==> src/hw/rtl/euler_circuit_finder_macros.svh <==
// ---------------------------------------------------------------------------
// Euler circuit finder assertion macros
// Concurrent assertion wrappers; NO_ASSERTIONS compiles them away.
// ---------------------------------------------------------------------------
`ifndef EULER_CIRCUIT_FINDER_MACROS_SVH
`define EULER_CIRCUIT_FINDER_MACROS_SVH
`ifndef NO_ASSERTIONS
`define ECF_ASSERT(lbl, prop, msg) lbl: assert property (@(posedge clock) \
   disable iff (reset) prop) else $error(msg);
`define ECF_NEVER(lbl, cond, msg) lbl: assert property (@(posedge clock) \
   disable iff (reset) !(cond)) else $error(msg);
`else
`define ECF_ASSERT(lbl, prop, msg)
`define ECF_NEVER(lbl, cond, msg)
`endif
`endif

==> src/hw/rtl/ecf_pkg.sv <==
// ---------------------------------------------------------------------------
// Euler circuit finder package
// Word types, op codes and the command/status bundles between units.
// ---------------------------------------------------------------------------
package ecf_pkg;

   localparam int VERTEX_W = 4;
   localparam int COUNT_W  = 5;

   localparam logic [1:0] OP_ADD   = 2'd0;
   localparam logic [1:0] OP_RUN   = 2'd1;
   localparam logic [1:0] OP_CLEAR = 2'd2;

   typedef struct packed {
      logic [1:0]          op;
      logic [VERTEX_W-1:0] first_end;
      logic [VERTEX_W-1:0] second_end;
      logic [VERTEX_W-1:0] start_vertex;
   } req_type;

   typedef struct packed {
      logic [VERTEX_W-1:0] vertex;
      logic                found;
      logic                last;
   } rsp_type;

   typedef struct packed {
      logic edge_load;
      logic clear_edges;
      logic run_init;
      logic edge_rd;
      logic par_apply;
      logic scan_start;
      logic scan_apply;
      logic pop;
      logic pop_load;
      logic out_rd;
      logic out_emit;
      logic emit_fail;
      logic emit_single;
   } cmd_type;

   typedef struct packed {
      logic pre_fail;
      logic pre_single;
      logic edge_end;
      logic hit;
      logic par_bad;
      logic sp_one;
      logic all_used;
      logic out_last;
   } sts_type;

endpackage

==> src/hw/rtl/euler_circuit_finder.sv <==
// ---------------------------------------------------------------------------
// Euler circuit finder
// Loads undirected edges and emits a Hierholzer circuit vertex by vertex.
// ---------------------------------------------------------------------------
// channel   ports                               handshake
// request   start, busy, req_data               start && !busy
// response  rsp_strobe, rsp_data                one-cycle strobe
// config    csr_write_enable, csr_write_data    write enable
//
// Add and clear do not leave idle; busy stays low for them.
// A run makes a parity pass over the edge store, then the walk, each edge visit
// going through a read (SCAN_RD) and a check (SCAN_CHK) on the edge store read port,
// then the unused-edge check and a read and an emit per circuit word.
// The receiver cannot stall; busy holds the input off for the whole run.
// Reset is synchronous; no clearing pass.
// ---------------------------------------------------------------------------
module euler_circuit_finder #(
   parameter int MAX_VERTICES = 16,
   parameter int MAX_EDGES    = 32
) (
   input  logic                        clock,
   input  logic                        reset,
   input  logic                        start,
   output logic                        busy,
   input  ecf_pkg::req_type            req_data,
   output logic                        rsp_strobe,
   output ecf_pkg::rsp_type            rsp_data,
   input  logic                        csr_write_enable,
   input  logic [ecf_pkg::COUNT_W-1:0] csr_write_data
);

   ecf_pkg::cmd_type cmd;
   ecf_pkg::sts_type sts;
   logic             busy_int;
   logic             req_accept;

   assign req_accept = start && !busy_int;
   assign busy       = busy_int;

   ecf_ctrl u_ctrl (
      .clock  (clock),
      .reset  (reset),
      .start  (req_accept),
      .req_op (req_data.op),
      .sts    (sts),
      .cmd    (cmd),
      .busy   (busy_int)
   );

   ecf_datapath #(
      .MAX_VERTICES (MAX_VERTICES),
      .MAX_EDGES    (MAX_EDGES)
   ) u_datapath (
      .clock            (clock),
      .reset            (reset),
      .csr_write_enable (csr_write_enable),
      .csr_write_data   (csr_write_data),
      .req_data         (req_data),
      .cmd              (cmd),
      .sts              (sts),
      .rsp_strobe       (rsp_strobe),
      .rsp_data         (rsp_data)
   );

endmodule

==> src/hw/rtl/ecf_ctrl.sv <==
// ---------------------------------------------------------------------------
// Euler circuit finder controller
// Sequences parity check, stack walk and circuit readout.
// ---------------------------------------------------------------------------
module ecf_ctrl (
   input  logic             clock,
   input  logic             reset,
   input  logic             start,
   input  logic [1:0]       req_op,
   input  ecf_pkg::sts_type sts,
   output ecf_pkg::cmd_type cmd,
   output logic             busy
);

   typedef enum logic [3:0] {
      IDLE, PAR_RD, PAR_CHK, PAR_TEST, SCAN_RD, SCAN_CHK, POP_LOAD,
      DONE_CHK, OUT_RD, OUT_EMIT
   } state_type;

   state_type state_ff, state_in;

   assign busy = (state_ff != IDLE);

   always_comb begin
      state_in = state_ff;
      cmd      = '0;
      unique case (state_ff)
         IDLE: begin
            if (start) begin
               unique case (req_op)
                  ecf_pkg::OP_ADD:   cmd.edge_load = 1'b1;
                  ecf_pkg::OP_CLEAR: cmd.clear_edges = 1'b1;
                  ecf_pkg::OP_RUN: begin
                     if (sts.pre_fail) begin
                        cmd.emit_fail = 1'b1;
                     end else if (sts.pre_single) begin
                        cmd.emit_single = 1'b1;
                     end else begin
                        cmd.run_init = 1'b1;
                        state_in     = PAR_RD;
                     end
                  end
                  default: ;
               endcase
            end
         end
         PAR_RD: begin
            if (sts.edge_end) begin
               state_in = PAR_TEST;
            end else begin
               cmd.edge_rd = 1'b1;
               state_in    = PAR_CHK;
            end
         end
         PAR_CHK: begin
            cmd.par_apply = 1'b1;
            state_in      = PAR_RD;
         end
         PAR_TEST: begin
            if (sts.par_bad) begin
               cmd.emit_fail = 1'b1;
               state_in      = IDLE;
            end else begin
               cmd.scan_start = 1'b1;
               state_in       = SCAN_RD;
            end
         end
         SCAN_RD: begin
            if (sts.edge_end) begin
               cmd.pop  = 1'b1;
               state_in = sts.sp_one ? DONE_CHK : POP_LOAD;
            end else begin
               cmd.edge_rd = 1'b1;
               state_in    = SCAN_CHK;
            end
         end
         SCAN_CHK: begin
            cmd.scan_apply = 1'b1;
            state_in       = SCAN_RD;
         end
         POP_LOAD: begin
            cmd.pop_load = 1'b1;
            state_in     = SCAN_RD;
         end
         DONE_CHK: begin
            if (sts.all_used) begin
               state_in = OUT_RD;
            end else begin
               cmd.emit_fail = 1'b1;
               state_in      = IDLE;
            end
         end
         OUT_RD: begin
            cmd.out_rd = 1'b1;
            state_in   = OUT_EMIT;
         end
         OUT_EMIT: begin
            cmd.out_emit = 1'b1;
            state_in     = sts.out_last ? IDLE : OUT_RD;
         end
         default: state_in = IDLE;
      endcase
   end

   always_ff @(posedge clock) begin
      if (reset) begin
         state_ff <= IDLE;
      end else begin
         state_ff <= state_in;
      end
   end

endmodule

==> src/hw/rtl/ecf_datapath.sv <==
// ---------------------------------------------------------------------------
// Euler circuit finder datapath
// Edge store, parity vector, walk stack, circuit buffer and result word.
// ---------------------------------------------------------------------------
`include "euler_circuit_finder_macros.svh"

module ecf_datapath #(
   parameter int MAX_VERTICES = 16,
   parameter int MAX_EDGES    = 32
) (
   input  logic                            clock,
   input  logic                            reset,
   input  logic                            csr_write_enable,
   input  logic [ecf_pkg::COUNT_W-1:0]     csr_write_data,
   input  ecf_pkg::req_type                req_data,
   input  ecf_pkg::cmd_type                cmd,
   output ecf_pkg::sts_type                sts,
   output logic                            rsp_strobe,
   output ecf_pkg::rsp_type                rsp_data
);

   localparam int VIW = (MAX_VERTICES > 1) ? $clog2(MAX_VERTICES) : 1;
   localparam int NW  = ($clog2(MAX_VERTICES + 1) > ecf_pkg::COUNT_W) ?
                        $clog2(MAX_VERTICES + 1) : ecf_pkg::COUNT_W;
   localparam int AW  = (MAX_EDGES > 1) ? $clog2(MAX_EDGES) : 1;
   localparam int EW  = $clog2(MAX_EDGES + 1);
   localparam int SW  = $clog2(MAX_EDGES + 2);
   localparam int BD  = MAX_EDGES + 1;
   localparam int VW  = ecf_pkg::VERTEX_W;

   logic [ecf_pkg::COUNT_W-1:0] vcount_ff;
   logic [NW-1:0]               n_val, vc_ext;
   logic [EW-1:0]               total_ff, e_ff;
   logic                        reject_ff, bad_ff;
   logic [2*VW-1:0]             edge_mem [MAX_EDGES];
   logic [2*VW-1:0]             edge_rd_ff;
   logic [MAX_EDGES-1:0]        used_ff;
   logic [MAX_VERTICES-1:0]     par_ff, par_in;
   logic [VW-1:0]               top_ff, stack_rd_ff, buf_rd_ff;
   logic [VW-1:0]               stack_mem [MAX_EDGES];
   logic [VW-1:0]               buf_mem [BD];
   logic [SW-1:0]               sp_ff, cnt_ff, o_ff;
   logic                        rsp_strobe_ff;
   ecf_pkg::rsp_type            rsp_ff;
   logic [VW-1:0]               rd_a, rd_b, nxt;
   logic                        add_bad, used_cur, hit_a, hit_b, range_bad;
   logic                        unused_any, out_last;

   assign vc_ext   = NW'(vcount_ff);
   assign n_val    = (vc_ext > NW'(MAX_VERTICES)) ? NW'(MAX_VERTICES) : vc_ext;
   assign add_bad  = (NW'(req_data.first_end) >= n_val) ||
                     (NW'(req_data.second_end) >= n_val) ||
                     (total_ff == EW'(MAX_EDGES));
   assign rd_a      = edge_rd_ff[2*VW-1:VW];
   assign rd_b      = edge_rd_ff[VW-1:0];
   assign used_cur  = used_ff[e_ff[AW-1:0]];
   assign hit_a     = !used_cur && (rd_a == top_ff);
   assign hit_b     = !used_cur && (rd_b == top_ff);
   assign nxt       = hit_a ? rd_b : rd_a;
   assign range_bad = (NW'(rd_a) >= n_val) || (NW'(rd_b) >= n_val);
   assign out_last  = (SW'(o_ff + SW'(1)) == cnt_ff);

   always_comb begin
      par_in = par_ff;
      par_in[VIW'(rd_a)] = ~par_in[VIW'(rd_a)];
      par_in[VIW'(rd_b)] = ~par_in[VIW'(rd_b)];
   end

   always_comb begin
      unused_any = 1'b0;
      for (int i = 0; i < MAX_EDGES; i++) begin
         unused_any = unused_any || ((EW'(i) < total_ff) && !used_ff[i]);
      end
   end

   always_comb begin
      sts.pre_fail   = (n_val == '0) || reject_ff ||
                       ((total_ff == '0) && (n_val > NW'(1))) ||
                       ((total_ff != '0) && (NW'(req_data.start_vertex) >= n_val));
      sts.pre_single = (total_ff == '0);
      sts.edge_end   = (e_ff == total_ff);
      sts.hit        = hit_a || hit_b;
      sts.par_bad    = bad_ff || (|par_ff);
      sts.sp_one     = (sp_ff == SW'(1));
      sts.all_used   = !unused_any;
      sts.out_last   = out_last;
   end

   always_ff @(posedge clock) begin
      if (reset) begin
         vcount_ff     <= '0;
         total_ff      <= '0;
         reject_ff     <= 1'b0;
         sp_ff         <= '0;
         cnt_ff        <= '0;
         rsp_strobe_ff <= 1'b0;
      end else begin
         if (csr_write_enable) begin
            vcount_ff <= csr_write_data;
         end
         if (cmd.edge_load) begin
            if (add_bad) begin
               reject_ff <= 1'b1;
            end else begin
               total_ff <= total_ff + EW'(1);
            end
         end
         if (cmd.clear_edges) begin
            total_ff  <= '0;
            reject_ff <= 1'b0;
         end
         if (cmd.run_init) begin
            sp_ff  <= SW'(1);
            cnt_ff <= '0;
         end
         if (cmd.scan_apply && sts.hit) begin
            sp_ff <= sp_ff + SW'(1);
         end
         if (cmd.pop) begin
            sp_ff  <= sp_ff - SW'(1);
            cnt_ff <= cnt_ff + SW'(1);
         end
         rsp_strobe_ff <= cmd.emit_fail || cmd.emit_single || cmd.out_emit;
      end
   end

   always_ff @(posedge clock) begin
      if (cmd.edge_load && !add_bad) begin
         edge_mem[total_ff[AW-1:0]] <= {req_data.first_end, req_data.second_end};
      end
      if (cmd.edge_rd) begin
         edge_rd_ff <= edge_mem[e_ff[AW-1:0]];
      end
      if (cmd.run_init) begin
         e_ff    <= '0;
         used_ff <= '0;
         par_ff  <= '0;
         bad_ff  <= 1'b0;
         top_ff  <= req_data.start_vertex;
         o_ff    <= '0;
      end
      if (cmd.par_apply) begin
         par_ff <= par_in;
         if (range_bad) begin
            bad_ff <= 1'b1;
         end
         e_ff <= e_ff + EW'(1);
      end
      if (cmd.scan_start || cmd.pop_load) begin
         e_ff <= '0;
      end
      if (cmd.scan_apply) begin
         if (sts.hit) begin
            used_ff[e_ff[AW-1:0]]             <= 1'b1;
            stack_mem[AW'(sp_ff - SW'(1))]    <= top_ff;
            top_ff                            <= nxt;
            e_ff                              <= '0;
         end else begin
            e_ff <= e_ff + EW'(1);
         end
      end
      if (cmd.pop) begin
         buf_mem[cnt_ff[EW-1:0]] <= top_ff;
         stack_rd_ff             <= stack_mem[AW'(sp_ff - SW'(2))];
      end
      if (cmd.pop_load) begin
         top_ff <= stack_rd_ff;
      end
      if (cmd.out_rd) begin
         buf_rd_ff <= buf_mem[o_ff[EW-1:0]];
      end
      if (cmd.out_emit) begin
         o_ff   <= o_ff + SW'(1);
         rsp_ff <= '{vertex: buf_rd_ff, found: 1'b1, last: out_last};
      end
      if (cmd.emit_fail) begin
         rsp_ff <= '{vertex: '0, found: 1'b0, last: 1'b1};
      end
      if (cmd.emit_single) begin
         rsp_ff <= '{vertex: '0, found: 1'b1, last: 1'b1};
      end
   end

   assign rsp_strobe = rsp_strobe_ff;
   assign rsp_data   = rsp_ff;

   `ECF_NEVER(a_total_range, total_ff > EW'(MAX_EDGES), "edge count above capacity")
   `ECF_NEVER(a_stack_range, sp_ff > SW'(MAX_EDGES + 1), "walk stack overflow")
   `ECF_ASSERT(a_fail_last, rsp_strobe_ff && !rsp_ff.found |-> rsp_ff.last, "fail word not last")

endmodule

==> config.mk <==
export PLATFORM = sky130hd
export DESIGN_NAME = euler_circuit_finder
export DESIGN_NICKNAME = d
export VERILOG_FILES = /design/src/hw/rtl/ecf_pkg.sv /design/src/hw/rtl/euler_circuit_finder.sv /design/src/hw/rtl/ecf_ctrl.sv /design/src/hw/rtl/ecf_datapath.sv
export VERILOG_INCLUDE_DIRS = /design/src /design/src/hw/rtl
export SDC_FILE = /design/constraint.sdc
export NUM_CORES = 1
export LEC_CHECK = 0
export BUFFER_PORTS_ARGS = -buffer_cell sky130_fd_sc_hd__buf_2
export CAP_MARGIN = 20
export CORE_MARGIN = 4
export CORE_UTILIZATION = 50
export CTS_BUF_LIST = sky130_fd_sc_hd__clkbuf_4 sky130_fd_sc_hd__clkbuf_8
export DETAILED_ROUTE_END_ITERATION = 12
export PLACE_DENSITY = 0.65
export SLEW_MARGIN = 40
export SYNTH_ARGS = -nofsm -noshare
export SYNTH_HDL_FRONTEND = slang
export SYNTH_SLANG_ARGS = --single-unit
==> constraint.sdc <==
create_clock -name clock -period 7.4 [get_ports clock]
set_input_delay 1.11 -clock clock [delete_from_list [all_inputs] [get_ports clock]]
set_output_delay 1.11 -clock clock [all_outputs]
set_load 0.03 [all_outputs]
* After elaboration in Yosys (flattened, before gate mapping)
Memories as Yosys holds them, arrays and structs flattened. A register that Yosys moved wholly into a read port is not among the register bits.
Index checks and enable logic that the tools add are counted.
W data, S select, Z words.
** Cells by class
- $add $sub $neg :: 7
- Multipliers :: 0
- Div/mod/pow operators :: 0
- Order comparisons :: 45
- Eq/ne operators :: 21
- Shift operators :: 0
- Muxes and demuxes :: 85
- Bitwise logic cells :: 4
- Reduce and logical (&&, ||, !) cells :: 139
** Operators by type and width (count)
- $lt A5 B6 Y1 const A :: 16
- $mux W32 :: 3
- $mux W6 :: 10
- $lt A4 B6 Y1 const A :: 8
- $mux W4 :: 12
- $logic_and A1 B1 Y1 :: 42
- $logic_or A1 B1 Y1 :: 42
- $mux W1 :: 40
- $pmux W4 S9 :: 1
- $logic_not A1 Y1 :: 35
- $bwmux W16 :: 2
- $mux W16 :: 2
- $or A32 B32 Y32 :: 1
- $add A6 B1 Y6 const B :: 5
- $ge A4 B5 Y1 :: 5
- $lt A3 B6 Y1 const A :: 4
- $eq A4 B3 Y1 const B :: 4
- $reduce_or A16 Y1 :: 1
- $eq A6 B6 Y1 :: 2
- $lt A1 B6 Y1 const A :: 2
- $lt A2 B6 Y1 const A :: 2
- $lt A4 B5 Y1 const B :: 2
- $mux W3 :: 3
- $bmux W1 S4 :: 2
- other kinds (34) :: 55
** Word-level totals
- Flip-flop bits (word level) :: 100
- Latch bits :: 0
- RAM bits :: 516
- Memory bits (read-only) :: 0
- Input port bits :: 23
- Output and inout bits :: 8
- Memories kept :: 3
** Memories
- u_datapath.edge_mem :: words 32, width 8, read ports 1, clocked after Yosys merged registers in 1, wr ports 1, line ecf_datapath.sv:35 : logic [2*VW-1:0] edge_mem [MAX_EDGES];
- u_datapath.buf_mem :: words 33, width 4, read ports 1, clocked after Yosys merged registers in 1, wr ports 1, line ecf_datapath.sv:41 : logic [VW-1:0] buf_mem [BD];
- u_datapath.stack_mem :: words 32, width 4, read ports 1, clocked after Yosys merged registers in 1, wr ports 1, line ecf_datapath.sv:40 : logic [VW-1:0] stack_mem [MAX_EDGES];

* Logic depth before layout (Yosys ltp)
- Depth in word-level cells :: 37
- Gate-level depth with buffers :: 13
- Gate-level depth less buffers :: 10

* Modules after synthesis
A second synthesis with hierarchy kept.
** Second synthesis, totals
- Cells, all modules :: 1764
- Area total of the unflattened synthesis :: 27680.3 µm²
** By module, submodules not included
- ecf_datapath :: instances 1, cells an instance 1708, area an instance 27254.9 µm², sequential area each 18177.4 µm²
- ecf_ctrl :: instances 1, cells an instance 55, area an instance 411.6 µm², sequential area each 80.1 µm²
- euler_circuit_finder :: instances 1, cells an instance 1, area an instance 13.8 µm², sequential area each 0.0 µm²

* Worst setup path after synthesis
OpenSTA, ideal clock, no wires.
- Kind :: input -> register
- Start :: input port req_data[0] in the netlist's numbering
- End :: register u_datapath.par_ff[0] (enable)
- Library setup time :: 0.372 ns
- Arrival time :: 3.248 ns
- Data required time :: 7.028 ns
- Path slack :: 3.780 ns
- Stages :: 11
- Path buffers :: 3
- Cell sequence :: inv_1 -> ha_1 -> nand2b_1 -> a211o_1 -> o211ai_1 -> a21oi_1 -> or2_2 -> clkbuf_1 -> clkbuf_1 -> clkbuf_1 -> nand2_1
** On the way
- Cells in the longest elaborated chain, start to end :: 8
** RTL lines
- start: declaration :: line euler_circuit_finder.sv:25 : input ecf_pkg::req_type req_data,
- $ge A4 B5 Y1 :: line ecf_datapath.sv:79 : ((total_ff != '0) && (NW'(req_data.start_vertex) >= n_val));
- $logic_and A1 B1 Y1 :: line ecf_datapath.sv:79
- $logic_or A1 B1 Y1 :: line ecf_datapath.sv:78 : ((total_ff == '0) && (n_val > NW'(1))) ||
- $mux W1 :: line ecf_ctrl.sv:34 : if (sts.pre_fail) begin
- $mux W1 :: line ecf_ctrl.sv:30 : unique case (req_op)
- $mux W3 :: line ecf_ctrl.sv:29 : if (start) begin
- $mux W3 :: line ecf_ctrl.sv:27 : unique case (state_ff)
- $reduce_bool A2 Y1 (no source line)
- end signal: assignment :: line ecf_datapath.sv:143 : par_ff <= par_in;
- end: declaration :: line ecf_datapath.sv:38 : logic [MAX_VERTICES-1:0] par_ff, par_in;
Every way passes these cells.
A chain may end at the register's enable or synchronous reset.

* Worst setup path in the final report
- Start :: register u_datapath.vcount_ff, in the netlist u_datapath.vc_ext[4]
- End :: memory u_datapath.edge_mem[9][6] in the netlist's numbering (enable)
** On the way
- Cells in the longest elaborated chain, start to end :: 9
** RTL lines
- start: declaration :: line ecf_datapath.sv:31 : logic [ecf_pkg::COUNT_W-1:0] vcount_ff;
- start signal: assignment :: line ecf_datapath.sv:99 : vcount_ff <= csr_write_data;
- $gt A5 B5 Y1 :: line ecf_datapath.sv:50 : assign n_val = (vc_ext > NW'(MAX_VERTICES)) ? NW'(MAX_VERTICES) : vc_ext;
- $mux W5 * :: line ecf_datapath.sv:50
- $ge A4 B5 Y1, on equally long branches :: line ecf_datapath.sv:51, ecf_datapath.sv:52
- $logic_or A1 B1 Y1 * :: line ecf_datapath.sv:51 : assign add_bad = (NW'(req_data.first_end) >= n_val) ||
- $logic_or A1 B1 Y1 * :: line ecf_datapath.sv:52 : (NW'(req_data.second_end) >= n_val) ||
- $logic_not A1 Y1 * :: line ecf_datapath.sv:128 : if (cmd.edge_load && !add_bad) begin
- $logic_and A1 B1 Y1 * :: line ecf_datapath.sv:128
- $mux W1 * :: line ecf_datapath.sv:128
- $mux W1 (not written as such) * :: line ecf_datapath.sv:129 : edge_mem[total_ff[AW-1:0]] <= {req_data.first_end, req_data.second_end};
- end: declaration :: line ecf_datapath.sv:35
Every way passes the cells marked *; elsewhere a longest branch is shown, timed or not.

==> results.cfg <==
[run_status]
status = finished, final reports clean

[power]
leakagePower_nw = 10.41
power_mw = 6.917
peakVddDrop_mv = 0.1913
p_per_area_nw_per_um2 = 227.3

[synth]
synth.area.top_cells = edfxtp_1, mux4_2, dfxtp_1
synth-edff-count = 560
ys_warn_count = 0
ys_ff_latch = 632
ys.flop_type = edfxtp_1
synth_top_area_share = 0.6082
yosysTopAreaCell = edfxtp_1
ys_async_sr_fraction = 0
synthCells = 1782
syn_area_per_cell_um2 = 15.52
synthSimpleGateAreaFrac = 0.07756
synth_fa_ha_area_frac = 0.01765
synth_nets = 1844
synth_cell_types = 79
muxShareOfSynthArea = 0.1444
synth_compound_area_frac = 0.06828
synth_xor_area_frac = 0.01140
synth_area_um2 = 27650
seq_area_frac_synth = 0.6603
synth_top_family_by_area = multiplexers

[floorplanning]
die_h_um = 243.2
die_w_um = 243.2
core-area_um2 = 54240
start_util = 0.5098
die_area_um2 = 59130
num_rows = 85
ios = 31

[timing]
rsz0062_at_grt = false
max_slew_margin = 0.4387
slew_viol_final = 0
tns_ns = 0
finalCritPeriodShare = 0.5624
fin_skew_ns = 0.02406
setup_viol = 0
period_minus_slack_ns = 4.162
tightest_slew_ns = 0.8420
fmax_mhz = 240.3
finalHoldViolations = 0
worst_slack_ns = 3.238

[clocking]
clk_latency_ns = 0.70
cts_buffers = 101
post_cts_buffers = 0
holdBufCountCts = 0
clk_path_buf_depth = 3
cts_root_buf = clkbuf_8
cts_tree = yes
post_cts_resized = 0
htreeDepth = 3
numClockSinks = 632
clk_pin_slew_ns = 0.06

[setup_path]
critPathLaunchType = register
end_kind = register
crit_fanout = 10
worstPathRequired_ns = 7.71
worst-setup-path-type = register to register
worstPathArrival_ns = 4.47

[route]
first_pass_iters = 5
drt-total-wl_um = 63810
drtIter0Drc = 1442
post_drt_wl_per_cell_um = 24.50
drtAntennaViolNets = 0
vias_per_cell = 6.203
drcViolationCount = 0
vias = 16150

[grt]
grt_pass1_wl_um = 98730
grt_usage = 0.2155
grt_max_degree = 67
grt_pass1_vias = 16120
grt-ovfl-total = 0
grt_antenna_before_repair = 1

[place]
dpl.cell_count = 2417
placement.io_buffers = 30
dp_hpwl_um = 40660
pre_cts_slack_ns = 2.681
dpl_cell_area_um2 = 28400
gp_congestion = 0.8767

[min_path]
min_path_type = register to register

[layout]
layout.cells.non_filler = 2604
fin_nets = 1888
syn_to_final_growth_pct = 10.07
drive_gt1_frac = 0.2124
fin_area_um2 = 30440

[job]
cap_violations = 0
[report_power, final]
part | switching [mW] | total [mW] | internal [mW]
combinational | 0.0881 | 0.120 | 0.0321
clock | 1.36 | 2.91 | 1.55
sequential | 0.00951 | 3.89 | 3.88
total | 1.46 | 6.92 | 5.46
[through the flow]
step           hold WS (ns)    util
6_report             0.4838  0.5611
5_1_grt              0.5141  0.5611
4_1_cts              0.4799  0.5600
3_5_place_dp         0.4718  0.5236
3_3_place_gp         0.4576  0.5229
2_1_floorplan        0.4265       -
[area by class of cell]
type | instances | area (µm²)
sequential | 632 | 18260
inverter | 32 | 120.1
clock inverter | 49 | 294.0
multi-input combinational | 1011 | 8891
tap | 696 | 870.8
antenna | 1 | 2.502
timing repair buffer | 48 | 316.6
clock buffer | 135 | 1677
fill | 4306 | 23800
[sequential cells by signal, indices dropped and copies added, names as in the netlist, 8 cells and up]
register	cells
u_datapath.stack_mem	128
u_datapath.used_ff	32
u_datapath.edge_rd_ff	8
u_datapath.edge_mem	256
u_datapath.par_ff	16
u_datapath.buf_mem	132
[kinds of logic after synthesis]
group	Yosys count
compound gates	267
xor+xnor	36
fa+ha+maj	39
buf+inv	139
flops	632
mux	221
simple gates	448
[worst max-delay path, stage by stage, from the launching register on]
cell and delay [ns]:
dfxtp_1 0.47, nor2_1 0.66, ha_1 0.36, nand2b_1 0.15, a21oi_1 0.15, nor2b_1 0.06, o21ai_0 0.24, a32o_1 0.37
nand3_1 0.53, nor2_1 0.78
[synth_stat cells (all sizes together), types with 7 or more instances]
| master | number |
|---|---|
| edfxtp | 560 |
| nor2 | 172 |
| mux4 | 140 |
| nand2 | 93 |
| clkbuf | 75 |
| dfxtp | 72 |
| mux2i | 57 |
| a21oi | 50 |
| o21ai | 46 |
| ha | 39 |
| nand3 | 37 |
| buf | 32 |
| nor3 | 32 |
| inv | 30 |
| nor2b | 29 |
| mux2 | 24 |
| xor2 | 23 |
| nand2b | 22 |
| a22o | 21 |
| o221ai | 18 |
| o22ai | 18 |
| a31oi | 15 |
| a22oi | 14 |
| nor4 | 14 |
| xnor2 | 13 |
| a211oi | 11 |
| nand3b | 11 |
| and2 | 8 |
| a32o | 7 |
| o31ai | 7 |
[layout by cell type, fill, tap and decap left out, types with 11 or more instances in the layout]
cell / Yosys / routed
o21ai_0: 45 / 44
a211oi_1: 11 / 11
clkinv_2: 0 / 17
a22oi_1: 13 / 13
a31oi_1: 15 / 15
clkbuf_8: 0 / 106
mux2i_1: 57 / 57
o22ai_1: 18 / 18
nand2b_1: 22 / 22
o221ai_1: 18 / 18
clkinv_1: 2 / 25
nor2_1: 169 / 169
xnor2_1: 13 / 12
inv_1: 30 / 30
a22o_1: 21 / 21
a21oi_1: 50 / 50
mux2_2: 24 / 24
buf_4: 1 / 14
nor4_1: 13 / 11
clkbuf_4: 0 / 29
mux4_2: 140 / 140
nand3b_1: 11 / 11
ha_1: 39 / 39
xor2_1: 23 / 23
nor2b_1: 29 / 29
nand3_1: 37 / 37
edfxtp_1: 560 / 560
buf_2: 12 / 30
nor3_1: 31 / 30
nand2_1: 93 / 93
dfxtp_1: 72 / 67
[final timing paths]
check | from | to | slack, ns | cells past startpoint
min reg2reg | u_datapath.bad_ff | u_datapath.bad_ff | 0.48 | 2
max | u_datapath.vc_ext[4] | u_datapath.edge_mem[9][6] | 3.24 | 9
min | u_datapath.bad_ff | u_datapath.bad_ff | 0.48 | 2
max reg2reg | u_datapath.vc_ext[4] | u_datapath.edge_mem[9][6] | 3.24 | 9
[per-layer routing]
metal,up-vias,global-route usage,share of wire
li1,7179,-,-
met1,8134,0.3086,0.43
met2,732,0.3414,0.48
met3,107,0.04106,0.067
met4,0,0.06247,0.025
met5,-,0,0
Note: power is estimated with default switching activity, not from simulation.
